[config.mk]
export PLATFORM = sky130hd
export DESIGN_NAME = shrp_queue
export DESIGN_NICKNAME = d
export VERILOG_FILES = /design/src/rtl/core/shrp_pkg.sv /design/src/rtl/core/shrp_queue.sv
export SDC_FILE = /design/constraint.sdc
export NUM_CORES = 1
export LEC_CHECK = 0
export BUFFER_PORTS_ARGS = -buffer_cell sky130_fd_sc_hd__buf_2
export CAP_MARGIN = 5
export CORE_MARGIN = 2
export CORE_UTILIZATION = 29
export DETAILED_ROUTE_END_ITERATION = 10
export HOLD_SLACK_MARGIN = 0.1
export PLACE_DENSITY = 0.54
export SETUP_SLACK_MARGIN = 0.05
export SYNTH_ARGS = -nofsm -noshare
export SYNTH_HDL_FRONTEND = slang
export SYNTH_SLANG_ARGS = --single-unit
[constraint.sdc]
create_clock -name clk -period 2.2 [get_ports clk]
set_input_delay 0.33 -clock clk [delete_from_list [all_inputs] [get_ports clk]]
set_output_delay 0.33 -clock clk [all_outputs]
set_load 0.005 [all_outputs]
[src/rtl/core/shrp_pkg.sv]
// ----------------------------------------------------------------------------
// shrp_pkg
// Shared types and constants for the 3x3 five-point sharpening stream.
// ----------------------------------------------------------------------------
`default_nettype none

package shrp_pkg;

  // Configuration register indexes
  localparam logic [1:0] CFG_CHANNELS = 2'd0;
  localparam logic [1:0] CFG_WIDTH    = 2'd1;
  localparam logic [1:0] CFG_HEIGHT   = 2'd2;

  // Input word kinds carried on tuser
  localparam logic KIND_PIXEL = 1'b0;
  localparam logic KIND_DRAIN = 1'b1;

  localparam int CH_W   = 3;
  localparam int WID_W  = 11;
  localparam int HGT_W  = 13;
  localparam int CFG_DW = 13;
  localparam int MAX_HEIGHT = 4096;

  localparam int PIX_W  = 8;
  localparam int QDEPTH = 4;
  localparam int QAW    = $clog2(QDEPTH);
  localparam int QCW    = $clog2(QDEPTH + 1);

  // Operands of one result word, handed from the front to the back
  typedef struct packed {
    logic             zero;
    logic             frame_end;
    logic [PIX_W-1:0] center;
    logic [PIX_W-1:0] left;
    logic [PIX_W-1:0] right;
    logic [PIX_W-1:0] up;
    logic [PIX_W-1:0] down;
  } op_t;

endpackage

`default_nettype wire

[src/rtl/core/shrp_queue.sv]
// ----------------------------------------------------------------------------
// shrp_queue
// Short operand queue between the front and the back.
// ----------------------------------------------------------------------------
`default_nettype none

module shrp_queue import shrp_pkg::*; (
  input  wire logic           clk,
  input  wire logic           rst_n,
  input  wire logic           push,
  input  wire op_t            din,
  input  wire logic           pop,
  output op_t                 dout,
  output logic [QCW-1:0]      count
);

  op_t            slot_r [QDEPTH];
  logic [QAW-1:0] wp_r;
  logic [QAW-1:0] rp_r;
  logic [QCW-1:0] count_r;

  always_ff @(posedge clk) begin
    if (!rst_n) begin
      wp_r    <= '0;
      rp_r    <= '0;
      count_r <= '0;
    end else begin
      if (push) begin
        wp_r <= wp_r + QAW'(1);
      end
      if (pop) begin
        rp_r <= rp_r + QAW'(1);
      end
      count_r <= count_r + QCW'(push) - QCW'(pop);
    end
  end

  always_ff @(posedge clk) begin
    if (push) begin
      slot_r[wp_r] <= din;
    end
  end

  assign dout  = slot_r[rp_r];
  assign count = count_r;

endmodule

`default_nettype wire

**Word-level counts from Yosys, hierarchy flattened**

Memory sizes are Yosys's and may differ from the RTL's. A register that Yosys moved wholly into a read port is not among the register bits.
Cells that the tools add are included.

- Add/subtract/negate cells: 4
- Multiply operators: 0
- Divide/modulo/power cells: 0
- Order comparisons: 0
- Eq/ne operators: 0
- Shifts and indexed selects: 0
- Multiplexer cells: 4
- Bitwise gates (word level): 0
- Reduce and logical (&&, ||, !) cells: 0

Operators with widths:

| operator | number |
|---|---|
| adder 2 x 1 -> 2 bit, second input constant | 2 |
| two-way mux 2 bit | 2 |
| adder 3 x 1 -> 3 bit | 1 |
| subtractor 3 x 1 -> 3 bit | 1 |
| two-way mux 1 bit | 2 |

- Register bits after elaboration: 7
- Bits in latches: 0
- RAM bits: 168
- Memory bits (read-only): 0
- Bits of input ports: 46
- Output and inout bits: 45
- Word-level logic and storage cells: 12
- Memories kept: 1

Memory list:

| name | depth | width | read ports | clocked after memory_dff | write ports | RTL line | text |
|---|---|---|---|---|---|---|---|
| slot_r | 4 | 42 | 1 | 1 | 1 | shrp_queue.sv:17 | `op_t slot_r [QDEPTH];` |

**Depth between registers and ports, before layout**

Gate-level depths: netlist of run 1.

- Word-level depth: 3
- Gate-level depth with buffers: 7
- Gate-level depth less buffers: 7

**Worst setup path after synthesis of run 1**

Ideal clock, no wire load.

- Kind: flip-flop to flip-flop
- Start point: register wp_r[0]
- End point: memory slot_r[2][0] (netlist bit), enable pin
- Library setup time: 403 ps
- Arrival: 1555 ps
- Data required time: 1797 ps
- Slack: 241 ps
- Cell stages (with the launch flop): 4
- Buffers on the path: 0
- Period minus slack after synthesis: 1959 ps
- Cells stage by stage: dfxtp_1 > inv_1 > ha_1 > and2_1

RTL lines:

| element | RTL line | text |
|---|---|---|
| start: declaration | shrp_queue.sv:18 | `logic [QAW-1:0] wp_r;` |
| start signal: assignment | shrp_queue.sv:29 | `wp_r <= wp_r + QAW'(1);` |
| end: declaration | shrp_queue.sv:17 |  |

No word-level cell before the write port.

==> summary.md, run 1 <==
| Metric | Value |
|---|---|
| Number of detailed-route iterations in the first pass | `4` |
| Total CTS buffers | `17` |
| Power per cell area | `approximately 950 nW/um^2` |
| Maximum vdd drop | `0.000483 V` |
| Multi-input combinational cell area | `1180 sq um` |
| Sequential area share after synthesis | `between 70% and 80%` |
| Routed via count | `2920` |
| Critical path's top delay family | `multiplexers` |
| Required arrival time at the worst endpoint | `1.87 ns` |
| Unrepaired setup endpoints after global routing | `true` |
| DRT antenna net count | `0` |
| I/O Pins | `91` |
| Area of all sequential standard cells | `5230 sq um` |
| Fraction of final layout cells sized beyond drive strength 1 | `46.6%` |
| CTS tree | `done` |
| Count of buffering cells on the critical path with inverters included | `2` |
| Die Span Y | `154 um` |
| Syn avg cell area | `25.1 sq um` |
| Sink of the worst hold path | `slot_r[2][37]` |
| RR Endpoint | `slot_r[2][17]` |
| CTS clk-pin slew, worst paths | `0.07 ns` |
| Count of unique library cells instantiated by Yosys | `19` |
| Net Count, Synth | `around 310` |
| Setup Viol. Count Final | `0` |
| Final setup margin | `0.128 ns` |
| Placeable Area | `~22000 sq um` |
| Time the final worst path needs with I/O delays and setup | `2.07 ns` |
| Worst hold slack | `0.125 ns` |
| Area fraction in and, or, nand and nor cells after synthesis | `less than 1%` |
| Pin count of the biggest net entering global routing | `43` |
| Slowest Stage Delay on Critical Path | `0.55 ns` |
| Starting density of the core | `29.8%` |
| Average detailed-routed wire length per instance | `between 15 and 20 um` |
| Global routing usage summed across all routing layers | `10.9%` |
| Post-CTS Hold Fix Bufs | `0` |
| Num Clock Sinks | `about 180` |
| Worst min path class | `in -> reg` |
| Run status | `finished, final reports clean` |
| Area share of xor/xnor cells in the synthesized design | `less than 1%` |
| Final sum of negative setup slack | `0 ns` |
| Hold Startpoint | `din[37]` |
| Detail-routed via count per cell | `around 4.4` |
| Highest fanout seen on the critical path | `16` |
| Combinational family with the most area after synthesis | `multiplexers` |
| Fraction of synthesized area in multiplexers | `between 10% and 20%` |
| Final Power | `between 7000 and 8000 uW` |
| Final period util | `between 90% and 100%` |
| Synthesis-to-finish area growth | `22.0%` |
| Initial antenna violation count | `0` |
| Number of standard-cell rows in the floorplan | `54` |
| Worst reg2reg startpoint | `wp_r[0]` |
| Total number of yosys warnings | `0` |
| Switching component of the power | `1660 uW` |
| Vias in the first global route | `3331` |
| Number of maximum-capacitance violations | `0` |
| Register-to-register setup slack | `0.62 ns` |
| Worst Max-Slew Pin Slew | `0.387 ns` |
| Number of failing hold endpoints at the final stage | `0` |
| Internal power contribution | `5930 uW` |
| Number of I/O port buffers | `90` |
| Cell count of the worst reg-to-reg path | `4` |
| Switching Fraction | `21.9%` |
| Leakage power | `0.00271 uW` |
| Combinational Power Share | `9.5%` |
| Crit-path cells | `buf_12 > mux4_2 > buf_2` |
| Nature of the critical path startpoint | `flip-flop` |
| Start-to-end type of the worst setup path | `reg -> out` |
| Gp weighted congestion | `approximately 0.66` |
| Area enclosed by the die boundary | `23800 sq um` |
| Final wirelength | `12500 um` |
| Clk_skew | `~0.0072 ns` |
| Final count of pins violating max slew | `0` |
| Cell count after synthesis | `261` |
| Synthesized-area fraction occupied by adder cells | `1.45%` |
| Post-CTS repair timing setup buffer count | `0` |
| First DRT Iteration DRCs | `158` |
| Sequential power share | `around 52%` |
| Die Wd | `154 um` |
| Antenna diodes | `0` |
| Sum of net half-perimeters after detailed placement | `7540 um` |
| Critical Path End Type | `primary output` |
| Data arrival time at the worst-slack endpoint | `1.74 ns` |
| Standard cell with the maximum stage delay on the critical path | `sky130_fd_sc_hd__mux4_2` |
| Fmax | `483 MHz` |
| Remaining global-route overflow | `0` |
| Hold Crit Depth | `1` |
| Filler cell count in the final layout | `around 2000` |
| H-Tree Depth | `4` |
| Max transition margin | `between 70% and 80%` |
| Synth Register Bits | `between 150 and 200` |
| Proportion of power drawn by the clock network | `38.9%` |
| Complex-gate fraction of the synthesized area | `0.229%` |
| Worst-skew pair later-pin latency | `0.42 ns` |
| First-pass GRT wire length | `19000 um` |
| Max Root-Sink Buffers | `2` |
| Root Driver | `sky130_fd_sc_hd__clkbuf_16` |
| Remaining DRCs | `0` |
| Number of nets in the final layout | `425` |
| Post-Place Setup Slack | `0.487 ns` |
| Netlist area before placement | `6550 sq um` |
-- synthesized netlist by cell type --
master                       n  area [sq um]
sky130_fd_sc_hd__mux2i_1     1          10.0
sky130_fd_sc_hd__buf_2       4          20.0
sky130_fd_sc_hd__mux4_1      2          52.6
sky130_fd_sc_hd__inv_1       7          26.3
sky130_fd_sc_hd__and2_1      6          37.5
sky130_fd_sc_hd__nand3b_1    1          7.51
sky130_fd_sc_hd__nor2_1      5          18.8
sky130_fd_sc_hd__buf_6       1          11.3
sky130_fd_sc_hd__a21bo_2     1          10.0
sky130_fd_sc_hd__mux4_2     40           901
sky130_fd_sc_hd__xnor2_1     2          17.5
sky130_fd_sc_hd__ha_1        6          75.1
sky130_fd_sc_hd__buf_12      4          80.1
sky130_fd_sc_hd__a21oi_1     1          5.00
sky130_fd_sc_hd__xor3_1      1          23.8
sky130_fd_sc_hd__dfxtp_1     9           180
sky130_fd_sc_hd__edfxtp_1  168          5040
sky130_fd_sc_hd__fa_1        1          20.0
sky130_fd_sc_hd__clkbuf_1    1          3.75
-- cells in the final DEF (no fill, tap or decap), types with 2 or more instances in the layout --
master                       instances
sky130_fd_sc_hd__inv_1               7
sky130_fd_sc_hd__clkinvlp_4          3
sky130_fd_sc_hd__mux4_2             40
sky130_fd_sc_hd__xnor2_1             2
sky130_fd_sc_hd__nor2_1              5
sky130_fd_sc_hd__clkinv_4            2
sky130_fd_sc_hd__buf_4               7
sky130_fd_sc_hd__dfxtp_1             7
sky130_fd_sc_hd__mux4_1              2
sky130_fd_sc_hd__edfxtp_1          168
sky130_fd_sc_hd__bufinv_16           2
sky130_fd_sc_hd__and2_2              4
sky130_fd_sc_hd__ha_1                6
sky130_fd_sc_hd__buf_2              90
sky130_fd_sc_hd__inv_6               4
sky130_fd_sc_hd__clkbuf_16          18
sky130_fd_sc_hd__buf_12              3
sky130_fd_sc_hd__and2_1              2
-- per-stage QoR --
stage / cells / util (%) / instance area (sq um)
after floorplan: 261 / - / 6550
after global placement: 632 / 33.6 / 7370
after detailed placement: 632 / 33.6 / 7370
after CTS: 663 / 36.3 / 7960
after global routing: 664 / 36.4 / 7990
final: 664 / 36.4 / 7990
-- kinds of logic (layout without fill, tap and decap cells) --
logic type	Yosys count	in the layout
buffers and inverters	17	140
adders and majority gates	7	7
and+or+nand+nor	12	12
xor gates and xnor gates	3	3
muxes	43	43
AOI/OAI and AO/OA	2	2
DFF	177	177
-- layer usage --
metal / up-vias / part of all wire, % / GRT usage (%)
li1: 1312 / - / -
met4: 0 / 1.3 / 3.74
met2: 65 / 51 / 19.2
met5: - / 0 / 0
met3: 11 / 4.3 / 3.53
met1: 1532 / 43 / 12.6
-- worst max-delay path by stage --
| stage | to | slack (ns) | cells past startpoint |
|---|---|---|---|
| floorplan | slot_r[2][0] | 0.24 | 3 |
| global placement | dout[41] | 0.51 | 3 |
| detailed placement | count[2] | 0.49 | 7 |
| CTS | dout[41] | 0.06 | 3 |
| global route | dout[21] | 0.05 | 3 |
| finish | dout[21] | 0.13 | 3 |
-- power by group through the flow --
stage,combinational (uW),sequential [uW],clock [uW]
after global placement,725,3980,0
after floorplan,427,3980,0
final,721,3920,2960
after global routing,802,3930,3170
after CTS,743,3920,3040
after detailed placement,738,3990,0
-- final cells by class --
class                      count  area share [%]
clock buffer                  17            5.33
timing repair buffer         102            7.71
clock inverter                14            1.94
inverter                       7           0.329
multi-input combinational     67            14.8
tap                          280            4.39
sequential                   177            65.5
-- sequential cells by signal, summed over array words and instances (netlist names), named ones only --
register / flops
rp_r: 2
slot_r: 168
count: 3
wp_r: 2
-- timing repair --
item                                    in CTS  in global routing
endpoints found under the setup margin       1                  7
resized for setup                            1                  0
cloned                                       0                  1
Power figures use the tool's default switching activity.
==> inputs of run 2 (changes only) <==
==> constraint.sdc (replaced) <==
create_clock -name clk -period 2.2 [get_ports clk]
set_input_delay 0.44 -clock clk [delete_from_list [all_inputs] [get_ports clk]]
set_output_delay 0.44 -clock clk [all_outputs]
set_load 0.005 [all_outputs]
==> run 2 against run 1 <==
Critical path type unchanged. Sequential cell count unchanged. Clock power decreased by 4%. Largest power group unchanged. The flow now finishes with violations (negative setup slack). Sequential share of layout area decreased by 0.96 points. Register-to-register slack got worse by 0.05 ns. First-iteration DRC count decreased by 3.8%.
==> summary.md, run 2 (synthesized netlist as in run 1, its figures left out) <==
| Metric | Value |
|---|---|
| Max Root-Sink Buffers | `2 (unchanged)` |
| Start-to-end type of the worst setup path | `reg -> out` |
| Critical Path End Type | `primary output` |
| Remaining DRCs | `0 (unchanged)` |
| Routed via count | `2968 (+1.6%)` |
| Final sum of negative setup slack | `-0.00961 ns (-0.00961 ns)` |
| Nature of the critical path startpoint | `flip-flop` |
| Area enclosed by the die boundary | `23800 sq um (unchanged)` |
| Maximum vdd drop | `0.000461 V (-4.6%)` |
| Pin count of the biggest net entering global routing | `43 (unchanged)` |
| Time the final worst path needs with I/O delays and setup | `2.21 ns (+0.133 ns)` |
| H-Tree Depth | `4 (unchanged)` |
| First DRT Iteration DRCs | `152 (-3.8%)` |
| Final count of pins violating max slew | `0 (unchanged)` |
| Commonest non-fill, non-tap cells in the layout | `sky130_fd_sc_hd__edfxtp_1, sky130_fd_sc_hd__buf_2, sky130_fd_sc_hd__mux4_2` |
| Final setup margin | `-0.00519 ns (-0.133 ns)` |
| Post-Place Setup Slack | `0.297 ns (-0.190 ns)` |
| Die Wd | `154 um (unchanged)` |
| Remaining global-route overflow | `0 (unchanged)` |
| Vias in the first global route | `3309 (-0.66%)` |
| Number of failing hold endpoints at the final stage | `0 (unchanged)` |
| Setup Viol. Count Final | `2 (+2)` |
| Run status | `complete, but fails checks` |
| Average detailed-routed wire length per instance | `18.8 um (+0.26%)` |
| Initial antenna violation count | `1 (+1)` |
| Number of standard cells in the final layout excluding fillers | `671 (+1.1%)` |
| Unrepaired setup endpoints after global routing | `true` |
| Final period util | `100% (+6.0 points)` |
| Synthesis-to-finish area growth | `23.8%` |
| First-pass GRT wire length | `19300 um (+1.5%)` |
| Antenna diodes | `0 (unchanged)` |
| Starting density of the core | `29.8% (unchanged)` |
| CTS tree | `done` |
| Die Span Y | `154 um (unchanged)` |
| Flip-flop count of the largest register after layout | `168 (unchanged)` |
| Number of nets in the final layout | `431 (+1.4%)` |
| Final wirelength | `12600 um (+1.3%)` |
| Power per cell area | `933 nW/um^2 (-1.9%)` |
| Fraction of final layout cells sized beyond drive strength 1 | `48.1% (+1.5 points)` |
| Gp weighted congestion | `0.683 (+3.1%)` |
| Clk_skew | `0.00658 ns (-0.000662 ns)` |
| Most common library cell in the layout ignoring fill and taps | `sky130_fd_sc_hd__edfxtp_1` |
| Leakage power | `0.00276 uW (+1.8%)` |
| Register name with the most flops | `slot_r` |
| Number of I/O port buffers | `90 (unchanged)` |
| Worst min path class | `in -> reg` |
| Required arrival time at the worst endpoint | `1.76 ns (-0.11 ns)` |
| Number of maximum-capacitance violations | `0 (unchanged)` |
| Sum of net half-perimeters after detailed placement | `7590 um (+0.71%)` |
| I/O Pins | `91 (unchanged)` |
| Fmax | `453 MHz (-6.0%)` |
| Failing checks | `negative setup slack` |
| DRT antenna net count | `0 (unchanged)` |
| Placeable Area | `22000 sq um (unchanged)` |
| Total CTS buffers | `17 (unchanged)` |
| Max transition margin | `74.1% (about the same)` |
| Data arrival time at the worst-slack endpoint | `1.77 ns (+0.03 ns)` |
| Number of detailed-route iterations in the first pass | `4 (unchanged)` |
| Worst Max-Slew Pin Slew | `0.388 ns (+0.000935 ns)` |
| Detail-routed via count per cell | `4.42 (+0.58%)` |
| Root Driver | `sky130_fd_sc_hd__clkbuf_16` |
| Num Clock Sinks | `177 (unchanged)` |
| Global routing usage summed across all routing layers | `11.2% (+0.28 points)` |
| Highest fanout seen on the critical path | `6 (-10)` |
| CTS clk-pin slew, worst paths | `0.07 ns (about the same)` |
| Placed cell count | `632 (unchanged)` |
| Number of standard-cell rows in the floorplan | `54 (unchanged)` |
| Worst-skew pair later-pin latency | `0.42 ns (about the same)` |
==> run 2: cell types whose count changed in the layout (fill, tap and decap cells not counted), moves of 2 or more <==
cell / previous run / this run
sky130_fd_sc_hd__buf_6: 0 / 13
sky130_fd_sc_hd__buf_2: 90 / 79
sky130_fd_sc_hd__mux4_1: 2 / 0
sky130_fd_sc_hd__buf_12: 3 / 5
sky130_fd_sc_hd__mux4_2: 40 / 42
sky130_fd_sc_hd__clkinv_2: 1 / 3
sky130_fd_sc_hd__buf_4: 7 / 9
==> run 2: layout make-up <==
type / count / area [sq um]
clock inverter: 14 / 131
fill: 2011 / 13900
timing repair buffer: 108 / 762
inverter: 7 / 26.3
multi-input combinational: 67 / 1180
sequential: 177 / 5230
tap: 280 / 350
clock buffer: 18 / 429
==> run 2: stage by stage <==
stage	util (%)	cell area [sq um]	power, uW	hold WS (ns)
finish	36.9	8110	7560	0.228
global route	36.9	8110	7870	0.203
CTS	36.6	8040	7650	0.205
detailed placement	33.6	7370	4730	0.521
global placement	33.6	7370	4700	0.502
floorplan	-	6550	4410	0.499
==> run 2: routing by layer <==
metal / up-vias / track usage (%) / wire length (um)
met5: - / 0 / 11
li1: 1327 / - / -
met3: 18 / 3.56 / 515
met4: 2 / 4.14 / 180
met1: 1554 / 13.1 / 5200
met2: 67 / 19.5 / 6730
==> run 2: path summary, 6_finish.rpt <==
kind	start	end	slack, ns	depth (start not counted)
setup / recovery	flip-flop	dout[19]	-0.005	4
hold / removal	din[1]	slot_r[3][1]	0.23	1
setup reg to reg	count[0]	count[2]	0.57	7
hold reg to reg	rp_r[1]	flip-flop	0.53	2
==> run 2: worst max-delay path, cell delays in order (launching register included) <==
cell	delay, ns
sky130_fd_sc_hd__dfxtp_4	0.42
sky130_fd_sc_hd__buf_6	0.15
sky130_fd_sc_hd__clkbuf_16	0.15
sky130_fd_sc_hd__mux4_2	0.48
sky130_fd_sc_hd__buf_2	0.14
==> run 2: where the power goes <==
| part | switching [uW] | total [uW] | internal [uW] |
|---|---|---|---|
| Combinational | 361 | 798 | 437 |
| Sequential | 52.6 | 3920 | 3870 |
| Clock | 1270 | 2840 | 1570 |
==> run 2: timing repair <==
item                                    4_1_cts  5_1_grt
pin swaps                                     0        0
resized for setup                             7       10
hold buffers                                  0        0
gates cloned                                  2        1
buffers inserted                              4        1
endpoints found under the setup margin       35       42
