**src/rtl/core/shrp_pkg.sv**
```systemverilog
// ----------------------------------------------------------------------------
// shrp_pkg
// Shared types and constants for the 3x3 five-point sharpening stream.
// ----------------------------------------------------------------------------
`default_nettype none

package shrp_pkg;

  // Configuration register indexes
  localparam logic [1:0] CFG_CHANNELS = 2'd0;
  localparam logic [1:0] CFG_WIDTH    = 2'd1;
  localparam logic [1:0] CFG_HEIGHT   = 2'd2;

  // Input word kinds carried on tuser
  localparam logic KIND_PIXEL = 1'b0;
  localparam logic KIND_DRAIN = 1'b1;

  localparam int CH_W   = 3;
  localparam int WID_W  = 11;
  localparam int HGT_W  = 13;
  localparam int CFG_DW = 13;
  localparam int MAX_HEIGHT = 4096;

  localparam int PIX_W  = 8;
  localparam int QDEPTH = 4;
  localparam int QAW    = $clog2(QDEPTH);
  localparam int QCW    = $clog2(QDEPTH + 1);

  // Operands of one result word, handed from the front to the back
  typedef struct packed {
    logic             zero;
    logic             frame_end;
    logic [PIX_W-1:0] center;
    logic [PIX_W-1:0] left;
    logic [PIX_W-1:0] right;
    logic [PIX_W-1:0] up;
    logic [PIX_W-1:0] down;
  } op_t;

endpackage

`default_nettype wire

```
**src/rtl/core/shrp_back.sv**
```systemverilog
// ----------------------------------------------------------------------------
// shrp_back
// Five-point sum, saturation and the output register.
// ----------------------------------------------------------------------------
`default_nettype none

module shrp_back import shrp_pkg::*; (
  input  wire logic             clk,
  input  wire logic             rst_n,
  input  wire logic             q_avail,
  input  wire op_t              q_dout,
  output logic                  q_pop,
  output logic                  out_tvalid,
  input  wire logic             out_tready,
  output logic [PIX_W-1:0]      out_tdata,
  output logic                  out_tlast
);

  logic [10:0]      pos;
  logic [9:0]       neg;
  logic [11:0]      diff;
  logic [PIX_W-1:0] sat;

  logic             vld_r;
  logic [PIX_W-1:0] data_r;
  logic             last_r;

  assign pos  = {1'b0, q_dout.center, 2'b00} + 11'(q_dout.center);
  assign neg  = 10'(q_dout.left) + 10'(q_dout.right) + 10'(q_dout.up) + 10'(q_dout.down);
  assign diff = 12'(pos) - 12'(neg);

  always_comb begin
    if (q_dout.zero || diff[11]) begin
      sat = '0;
    end else if (diff[10:8] != 3'b000) begin
      sat = '1;
    end else begin
      sat = diff[7:0];
    end
  end

  // advance when the output register is empty or being drained
  assign q_pop = q_avail && (!vld_r || out_tready);

  always_ff @(posedge clk) begin
    if (!rst_n) begin
      vld_r <= 1'b0;
    end else if (q_pop) begin
      vld_r <= 1'b1;
    end else if (out_tready) begin
      vld_r <= 1'b0;
    end
  end

  always_ff @(posedge clk) begin
    if (q_pop) begin
      data_r <= sat;
      last_r <= q_dout.frame_end;
    end
  end

  assign out_tvalid = vld_r;
  assign out_tdata  = data_r;
  assign out_tlast  = last_r;

endmodule

`default_nettype wire

```
**config.mk**
```make
export PLATFORM = sky130hd
export DESIGN_NAME = shrp_back
export DESIGN_NICKNAME = d
export VERILOG_FILES = /design/src/rtl/core/shrp_pkg.sv /design/src/rtl/core/shrp_back.sv
export SDC_FILE = /design/constraint.sdc
export NUM_CORES = 1
export LEC_CHECK = 0
export BUFFER_PORTS_ARGS = -buffer_cell sky130_fd_sc_hd__buf_2
export CAP_MARGIN = 20
export CORE_ASPECT_RATIO = 0.5
export CORE_MARGIN = 1
export CORE_UTILIZATION = 56
export DETAILED_ROUTE_END_ITERATION = 8
export HOLD_SLACK_MARGIN = 0.12
export PLACE_DENSITY = 0.87
export SLEW_MARGIN = 10
export SYNTH_ARGS = -nofsm -noshare
export SYNTH_HDL_FRONTEND = slang
export SYNTH_SLANG_ARGS = --single-unit
```
**constraint.sdc**
```tcl
create_clock -name clk -period 11.6 [get_ports clk]
set_input_delay 0 -clock clk [delete_from_list [all_inputs] [get_ports clk]]
set_output_delay 0 -clock clk [all_outputs]
set_load 0.02 [all_outputs]
```
**Word-level counts from Yosys, hierarchy flattened**

Cells that the tools add are included.

- Input port bits: 46
- Register bits after elaboration: 10
- Output and inout bits: 11

- Add/subtract/negate cells: 5
- Muxes and demuxes: 3
- Reduce and logical (&&, ||, !) cells: 6

Operators with widths:

| kind | number |
|---|---|
| 11-bit by 10-bit subtractor with 12-bit output | 1 |
| 10-bit by 8-bit adder with 11-bit output | 1 |
| 10-bit by 8-bit adder with 10-bit output | 1 |
| 9-bit by 8-bit adder with 10-bit output | 1 |
| 8-bit by 8-bit adder with 9-bit output | 1 |
| 8-bit two-way mux | 1 |
| 3-bit nonzero test | 1 |
| 1-bit logical OR | 2 |
| 1-bit two-way mux | 2 |
| 2-bit nonzero test | 1 |
| 1-bit logical AND | 1 |
| 1-bit logical NOT | 1 |

**Depth between registers and ports, before layout**

Gate-level depths: netlist of the first run.

- Depth in word-level cells: 6
- Gate-level depth with buffers: 15
- Gate-level depth less buffers: 14

**Least setup slack after synthesis of the first run**

No wires, ideal clock.

- Kind: input-to-reg
- Start: input port q_dout[1] (netlist name)
- End: register data_r[2] (netlist: out_tdata[2]), data pin
- Path buffers: 0
- Data arrival time: 3.411 ns
- Stages on the path: 13
- Setup slack: 7.935 ns
- Cell sequence: inv_1 fa_1 fa_1 inv_1 fa_1 inv_1 fa_1 a21o_1 nand4_1 a211oi_2 or3_1 a221o_2 o21a_1

- Word-level cells in the longest chain between the ends: 4

RTL lines:

| what | RTL line | text |
|---|---|---|
| from (decl) | shrp_back.sv:11 | `input wire op_t q_dout,` |
| 10-bit by 8-bit adder with 10-bit output (*) | shrp_back.sv:29 | `assign neg = 10'(q_dout.left) + 10'(q_dout.right) + 10'(q_dout.up) + 10'(q_dout.down);` |
| 11-bit by 10-bit subtractor with 12-bit output (*) | shrp_back.sv:30 | `assign diff = 12'(pos) - 12'(neg);` |
| 3-bit nonzero test | shrp_back.sv:35 | `end else if (diff[10:8] != 3'b000) begin` |
| 8-bit two-way mux | shrp_back.sv:35 |  |
| to (signal assigned) | shrp_back.sv:57 | `data_r <= sat;` |
| to (decl) | shrp_back.sv:25 | `logic [PIX_W-1:0] data_r;` |

Every way passes the cells marked *; elsewhere a longest branch is shown, timed or not.
A chain may end at the register's enable or synchronous reset.

**Final worst setup path of the first run**

- Start: input port q_dout[34] (netlist name)
- End: register data_r[2] (netlist: out_tdata[2]), data pin

- Word-level cells in the longest chain between the ends: 4

RTL lines:

| what | RTL line | text |
|---|---|---|
| 10-bit by 8-bit adder with 11-bit output (*) | shrp_back.sv:28 | `assign pos = {1'b0, q_dout.center, 2'b00} + 11'(q_dout.center);` |
| 11-bit by 10-bit subtractor with 12-bit output (*) | shrp_back.sv:30 |  |
| 3-bit nonzero test | shrp_back.sv:35 |  |
| 8-bit two-way mux | shrp_back.sv:35 |  |

Marks and branches as above.

==> metrics.md, run 1 <==
| Metric | Value |
|---|---|
| DR DRC count | `0` |
| Vias in the first global route | `1529` |
| Syn Inst Count | `177` |
| Placed insts | `269` |
| Post-CTS sizing | `0` |
| Worst flop-to-flop path startpoint | `out_tvalid` |
| Num rows | `13` |
| Fmax | `270 MHz` |
| Total GRT Usage | `25.2%` |
| IO Port Bufs | `56` |
| GRT busiest layer | `met2` |
| Share of layout cells above drive strength 1 | `28.5%` |
| Total grt overflow | `0` |
| Final setup fails | `0` |
| End of the critical path | `out_tdata[2]` |
| Critical Path End Type | `flop` |
| Global-route wire length before repair | `6.35 mm` |
| Pwr/cell area | `180 nW/um^2` |
| Final core occ | `77.2%` |
| Hold depth | `3` |
| Die ar. | `3360 sq um` |
| DR iter-0 viols | `31` |
| Placer Congestion | `0.811` |
| Hold Fails Final Rpt | `0` |
| Clk root buf | `clkbuf_8` |
| Critical Path AT | `3690 ps` |
| Initial antenna violation count | `0` |
| Final min period | `3700 ps` |
| Clk Latency, worst-skew pair | `240 ps` |
| Initial core utilization | `63.1%` |
| Post-synth top area share | `34.4%` |
| CTS tree | `done` |
| Seq/Total Area, Yosys | `16.6%` |
| Router iterations before antenna repair | `4` |
| Reg2Reg Depth | `2` |
| Kind of critical path | `input pin to flop` |
| Final antenna diode count | `0` |
| Crit start category | `input pin` |
| Met1 Track Usage GR | `28.0%` |
| Largest net degree at the start of global routing | `11` |
| Setup crit start | `q_dout[34]` |
| Rel. slew slack | `42.4%` |
| Worst-margin pin slew | `862 ps` |
| TritonCTS Buffers | `3` |
| Most frequent cells in the layout | `63 x inv_1, 56 x buf_2, 30 x fa_1, 15 x ha_1` |
| Reg-to-Reg End | `out_tlast` |
| Die W | `81.0 microns` |
| Post-Route WL | `3.59 mm` |
| Final ANT Viol Nets | `0` |
| Status | `finished, final reports clean` |
| Met2 Use GR | `49.1%` |
| Worst vdd ir | `109 uV` |
| DR WL/cell | `13.0 microns` |
| Setup Buffers After CTS | `0` |
| Worst setup margin | `7900 ps` |
| Netlist cell types | `31` |
| Mapped Area | `1750 sq um` |
| Flop2flop setup slack | `10120 ps` |
| Post-Place Setup Slack | `7640 ps` |
| I/O pins | `57` |
| Yosys synthesis warning count | `0` |
| Commonest non-fill, non-tap cell in the layout | `inv_1` |
| H-tree depth | `1` |
| Tightest Hold Check Type | `input pin to flop` |
| Worst EP required | `11590 ps` |
| Synth top area cells | `fa_1 34%, edfxtp_1 15%, inv_1 14%` |
| Vias/cell | `4.90` |
| Met3 Track Usage GR | `3.08%` |
| CTS clk-pin slew, worst paths | `50 ps` |
| Cell taking the most area after synthesis | `fa_1` |
| Net Count, Synth | `268` |
| Average cell area after synthesis | `9.86 sq um` |
| Max-slew violations | `0` |
| Fin Setup TNS | `0 ps` |
| Final worst path period share | `31.9%` |
| Layout Cells excl Fill | `276` |
| Final nets | `331` |
| Finished layout cell area | `2140 sq um` |
| Area Growth Syn to Fin | `22.4%` |
| Chip Height | `41.5 microns` |
| Placed Area | `2060 sq um` |
| CTS Buffer Depth | `2` |
| TritonCTS Sinks | `10` |
| DR vias | `1352` |
| Unrepaired setup endpoints after global routing | `false` |
| Worst-path maximum fanout | `8` |
| Core ar. | `2770 sq um` |
| Clock skew | `3.53 ps` |
| Synthesized flop and latch total | `10` |
| HPWL Detailed | `3.19 mm` |
| P_leak | `0.00117 uW` |
| MaxCap Viol Count | `0` |
[worst min path at each step]
stage	startpoint	end
floorplan	q_dout[40]	out_tlast
global placement	q_dout[40]	out_tlast
detailed placement	q_dout[40]	out_tlast
CTS	q_dout[41]	out_tdata[7]
global route	q_dout[41]	out_tdata[5]
finish	q_dout[41]	out_tdata[5]
[worst max-delay path, cell delays in order]
cell	delay [ps]
buf_2	110
inv_1	70
fa_1	500
inv_1	50
fa_1	470
inv_1	50
fa_1	520
inv_1	50
ha_1	390
a21oi_1	190
o21ai_2	110
a31oi_1	210
or2b_2	320
a221o_2	420
o21a_1	230
[metrics by stage]
step | hold WS (ps) | total power [uW]
floorplan | 98.9 | 286
global placement | 182 | 327
detailed placement | 199 | 344
CTS | 191 | 385
global route | 199 | 424
finish | 189 | 384
[timing repair]
item                                    4_1_cts  5_1_grt
hold buffers                                  3        0
endpoints found under the hold margin         2        0
endpoints found under the setup margin        0        0
[registers in the layout, summed over array words and instances, names as in the netlist]
| name | count |
|---|---|
| out_tdata | 8 |
| out_tlast | 1 |
| out_tvalid | 1 |
[power by group]
group	leakage, uW	internal (uW)	total (uW)	switching [uW]
registers	0.0000980	47.7	49.0	1.30
clock network	0.0000228	24.1	38.0	13.9
logic	0.00105	129	297	169
[final cells by class]
cell class | instances | area (sq um)
repair buffers | 59 | 310
flip-flops and latches | 10 | 290
inverters | 63 | 236
well taps | 37 | 46.3
fillers | 216 | 629
multi-input cells | 103 | 1210
clock buffers | 4 | 45.0
[cell families (layout without fill, tap and decap cells)]
logic type                 after synthesis  count (layout)  share of synthesized area (%)
AOI/OAI and AO/OA                       30              30                           13.1
xor gates and xnor gates                 9               9                           4.52
adders and majority gates               45              45                           45.2
buffers and inverters                   64             126                           14.2
DFF                                     10              10                           16.6
muxes                                    1               1                          0.573
and+or+nand+nor                         18              18                           5.81
[Yosys cell counts]
cell type	instances
inv_1	63
fa_1	30
ha_1	15
edfxtp_1	9
o21a_1	9
a21oi_1	7
xnor2_1	5
nand2_1	4
xor2_1	4
a211oi_2	3
o21ai_0	3
a21o_1	2
nand3_1	2
nand4_1	2
nor2_1	2
nor2b_1	2
a21oi_4	1
a221o_2	1
a31oi_1	1
and2_2	1
and2_4	1
and3_1	1
buf_6	1
dfxtp_1	1
mux2i_1	1
nand2b_1	1
o211ai_1	1
o21ai_2	1
o221ai_1	1
or2b_2	1
or3_1	1
[layer usage]
metal	up-vias	wire length, microns
met4	0	107
met5	-	0
met2	45	1930
li1	665	-
met3	10	139
met1	632	1410
(Power assumes the default switching activity.)
==> run 2, diff against run 1 <==
--- a/config.mk
+++ b/config.mk
@@ -5,14 +5,15 @@
 export SDC_FILE = /design/constraint.sdc
 export NUM_CORES = 1
 export LEC_CHECK = 0
+export ABC_AREA = 1
 export BUFFER_PORTS_ARGS = -buffer_cell sky130_fd_sc_hd__buf_2
 export CAP_MARGIN = 20
 export CORE_ASPECT_RATIO = 0.5
 export CORE_MARGIN = 1
-export CORE_UTILIZATION = 56
+export CORE_UTILIZATION = 53
 export DETAILED_ROUTE_END_ITERATION = 8
 export HOLD_SLACK_MARGIN = 0.12
-export PLACE_DENSITY = 0.87
+export PLACE_DENSITY = 0.82
 export SLEW_MARGIN = 10
 export SYNTH_ARGS = -nofsm -noshare
 export SYNTH_HDL_FRONTEND = slang
==> constraint.sdc (replaced) <==
create_clock -name clk -period 3.64 [get_ports clk]
set_input_delay 0 -clock clk [delete_from_list [all_inputs] [get_ports clk]]
set_output_delay 0 -clock clk [all_outputs]
set_load 0.02 [all_outputs]
==> run 2 against run 1 <==
  * Combinational power rose to 3.6 times the previous value
  * Setup slack got worse by 7400 ps
  * Critical endpoint is now out_tdata[3]
  * Largest cell class unchanged
  * Clock-buffer cell count did not move
  * Critical path type unchanged
==> metrics.md, run 2 <==
| Metric | Value |
|---|---|
| Final ANT Viol Nets | `0 (unchanged)` |
| Netlist cell types | `20 (was 31)` |
| Placed Area | `2220 sq um (was 2060 sq um)` |
| IO Port Bufs | `56 (unchanged)` |
| Router iterations before antenna repair | `4 (unchanged)` |
| DR iter-0 viols | `44 (was 31)` |
| Synth top area cells | `fa_1 32%, inv_1 17%, edfxtp_1 14% (was fa_1 34%, edfxtp_1 15%, inv_1 14%)` |
| Post-synth EDFFs | `9 (unchanged)` |
| Fmax | `319 MHz` |
| DR WL/cell | `10.7 microns (was 13.0 microns)` |
| Critical Path End Type | `flop (unchanged)` |
| Final worst path period share | `86.1%` |
| Yosys synthesis warning count | `0 (unchanged)` |
| Vias/cell | `4.47 (was 4.90)` |
| MaxCap Viol Count | `0 (unchanged)` |
| Met1 WL | `1.58 mm (was 1.41 mm)` |
| Top post-synthesis cells by count | `86 x inv_1, 41 x nand2_1, 30 x fa_1, 19 x nor2_1, 15 x ha_1 (was 63 x inv_1, 30 x fa_1, 15 x ha_1, 9 x edfxtp_1, 9 x o21a_1)` |
| Max FFs per register | `8 (unchanged)` |
| Fillers | `274 (was 216)` |
| Post-Route WL | `3.73 mm (was 3.59 mm)` |
| I/O pins | `57 (unchanged)` |
| Global-route wire length before repair | `6.11 mm (was 6.35 mm)` |
| Tightest Hold Check Type | `input pin to flop (unchanged)` |
| CTS clk-pin slew, worst paths | `50 ps (about the same)` |
| Clock skew | `2.09 ps (was 3.53 ps)` |
| Average cell area after synthesis | `7.89 sq um (was 9.86 sq um)` |
| Initial core utilization | `58.9% (was 63.1%)` |
| Commonest non-fill, non-tap cell in the layout | `inv_1 (unchanged)` |
| DR vias | `1560 (was 1352)` |
| Finished layout cell area | `2290 sq um (was 2140 sq um)` |
| Seq pwr share | `11.5% (was 12.7%)` |
| DR DRC count | `0 (unchanged)` |
| Post-CTS sizing | `0 (unchanged)` |
| Async S/R FF share, synth | `0% (unchanged)` |
| Worst flop-to-flop path startpoint | `out_tvalid (unchanged)` |
| Clk Latency, worst-skew pair | `230 ps (was 240 ps)` |
| Clk network pwr share | `8.6% (was 9.9%)` |
| WL met3 | `165 microns (was 139 microns)` |
| Reg-to-Reg End | `out_tdata[6] (was out_tlast)` |
| CTS Buffer Depth | `2 (unchanged)` |
| CTS tree | `done (unchanged)` |
| Hold depth | `4 (was 3)` |
| Rel. slew slack | `38.6% (was 42.4%)` |
| End of the critical path | `out_tdata[3] (was out_tdata[2])` |
| Final nets | `393 (was 331)` |
| Unrepaired setup endpoints after global routing | `false (unchanged)` |
| Final setup fails | `0 (unchanged)` |
| Area of the multi-input gates | `1260 sq um (was 1210 sq um)` |
| Critical Path AT | `3120 ps (was 3690 ps)` |
| Met2 wire length | `1.93 mm (about the same)` |
| Core ar. | `3190 sq um (was 2770 sq um)` |
| Reg2Reg Depth | `1 (was 2)` |
| Die ar. | `3800 sq um (was 3360 sq um)` |
| Crit start category | `input pin (unchanged)` |
| Seq/Total Area, Yosys | `15.5% (was 16.6%)` |
| Combinational share of power | `79.8% (was 77.4%)` |
| Final min period | `3140 ps` |
| Total grt overflow | `0 (unchanged)` |
| Vias in the first global route | `1474 (was 1529)` |
| Worst EP required | `3630 ps (was 11590 ps)` |
| Share of layout cells above drive strength 1 | `22.9% (was 28.5%)` |
| Kind of critical path | `input pin to flop (unchanged)` |
| Total GRT Usage | `21.6% (was 25.2%)` |
| Syn Inst Count | `238 (was 177)` |
| Mapped Area | `1880 sq um (was 1750 sq um)` |
| TritonCTS Buffers | `3 (unchanged)` |
| Max-slew violations | `0 (unchanged)` |
| P_leak | `0.00140 uW (was 0.00117 uW)` |
| Net Count, Synth | `329 (was 268)` |
| HPWL Detailed | `3.33 mm (was 3.19 mm)` |
| Status | `finished, final reports clean (unchanged)` |
| NetSw | `707 uW (was 184 uW)` |
| Flop2flop setup slack | `2190 ps (was 10120 ps)` |
| Initial antenna violation count | `0 (unchanged)` |
| Synthesized flop and latch total | `10 (unchanged)` |
| Clk root buf | `clkbuf_8 (unchanged)` |
| Worst vdd ir | `260 uV (was 109 uV)` |
| Chip Height | `44.1 microns (was 41.5 microns)` |
| Worst-path maximum fanout | `8 (unchanged)` |
| Most frequent cells in the layout | `86 x inv_1, 56 x buf_2, 41 x nand2_1, 30 x fa_1, 19 x nor2_1 (was 63 x inv_1, 56 x buf_2, 30 x fa_1, 15 x ha_1)` |
| Worst-margin pin slew | `921 ps (was 862 ps)` |
| Hold Fails Final Rpt | `0 (unchanged)` |
| Post-synth top area share | `32.0% (was 34.4%)` |
| Fin Setup TNS | `0 ps (unchanged)` |
| Placer Congestion | `0.900 (was 0.811)` |
| Largest net degree at the start of global routing | `11 (unchanged)` |
| Overall Power | `1340 uW (was 384 uW)` |
| Pwr/cell area | `583 nW/um^2 (was 180 nW/um^2)` |
| TritonCTS Sinks | `10 (unchanged)` |
| Synth Flop Type | `edfxtp_1 (unchanged)` |
| Area Growth Syn to Fin | `22.1% (was 22.4%)` |
| Setup crit start | `q_dout[34] (unchanged)` |
| Max Used Layer | `met4 (unchanged)` |
| Net Sw Frac | `52.9% (was 47.8%)` |
| Storage cell area | `290 sq um (unchanged)` |
| Final antenna diode count | `0 (unchanged)` |
| Internal | `630 uW (was 200 uW)` |
| H-tree depth | `1 (unchanged)` |
| Cell taking the most area after synthesis | `fa_1 (unchanged)` |
| Num rows | `14 (was 13)` |
| Most common cell in the netlist | `inv_1 (unchanged)` |
| Die W | `86.2 microns (was 81.0 microns)` |
[run 2: how the worst min path moves through the flow]
stage | start | end | slack [ps]
CTS | q_dout[41] | out_tdata[6] | 220
finish | q_dout[41] | out_tdata[3] | 230
floorplan | q_dout[40] | out_tlast | 100
global placement | q_dout[40] | out_tlast | 180
global route | q_dout[41] | out_tdata[0] | 260
detailed placement | q_dout[40] | out_tlast | 180
[run 2: kinds of logic (layout without fill, tap and decap cells)]
| group | count (synthesis) | count (layout) | share of synthesized area (%) |
|---|---|---|---|
| xor+xnor | 7 | 7 | 3.26 |
| flops | 10 | 10 | 15.5 |
| mux | 1 | 1 | 0.533 |
| simple gates | 81 | 81 | 19.4 |
| compound gates | 7 | 7 | 2.00 |
| buf+inv | 87 | 150 | 17.4 |
| fa+ha+maj | 45 | 45 | 42.0 |
[run 2: layout make-up]
cell class | count | share of cell area (%)
repair buffers | 59 | 13.5
well taps | 48 | 2.62
inverters | 87 | 14.2
clock buffers | 4 | 1.96
flip-flops and latches | 10 | 12.7
multi-input cells | 141 | 55.0
[run 2: power by group through the flow]
stage / combinational, uW / sequential (uW) / clock, uW
6_report: 1070 / 154 / 116
4_1_cts: 1070 / 154 / 117
5_1_grt: 1210 / 156 / 121
2_1_floorplan: 804 / 179 / 0
3_3_place_gp: 1020 / 156 / 0
3_5_place_dp: 1060 / 156 / 0
[run 2: layer usage]
layer | global-route usage, % | vias to the layer above
met1 | 25.5 | 701
met2 | 43.3 | 52
met3 | 2.61 | 4
li1 | - | 803
met5 | 0 | -
met4 | 4.67 | 0
[run 2: metrics by stage]
| step | setup WS, ps | cells | util, % | hold slack (ps) |
|---|---|---|---|---|
| 6_report | 505 | 349 | 71.9 | 227 |
| 5_1_grt | 289 | 349 | 71.9 | 257 |
| 4_1_cts | 504 | 349 | 71.9 | 224 |
| 3_5_place_dp | 264 | 342 | 69.6 | 184 |
| 3_3_place_gp | 295 | 342 | 69.6 | 181 |
| 2_1_floorplan | 562 | 238 | - | 98.9 |
[run 2: repair_timing]
action	4_1_cts	5_1_grt
hold buffers	3	0
hold endpoints to repair	2	0
setup buffers	0	0
[run 2: critical path: stages]
cell and delay [ps]:
buf_2 110, inv_1 50, fa_1 500, inv_1 50, fa_1 490, inv_1 70
fa_1 550, inv_1 50, ha_1 360, nand2_2 70, nor2_1 140, nand3_1 120
nand3_1 110, nand2_1 70, nand2_1 120, nand3_4 120, nor2_1 110, nor2_1 40
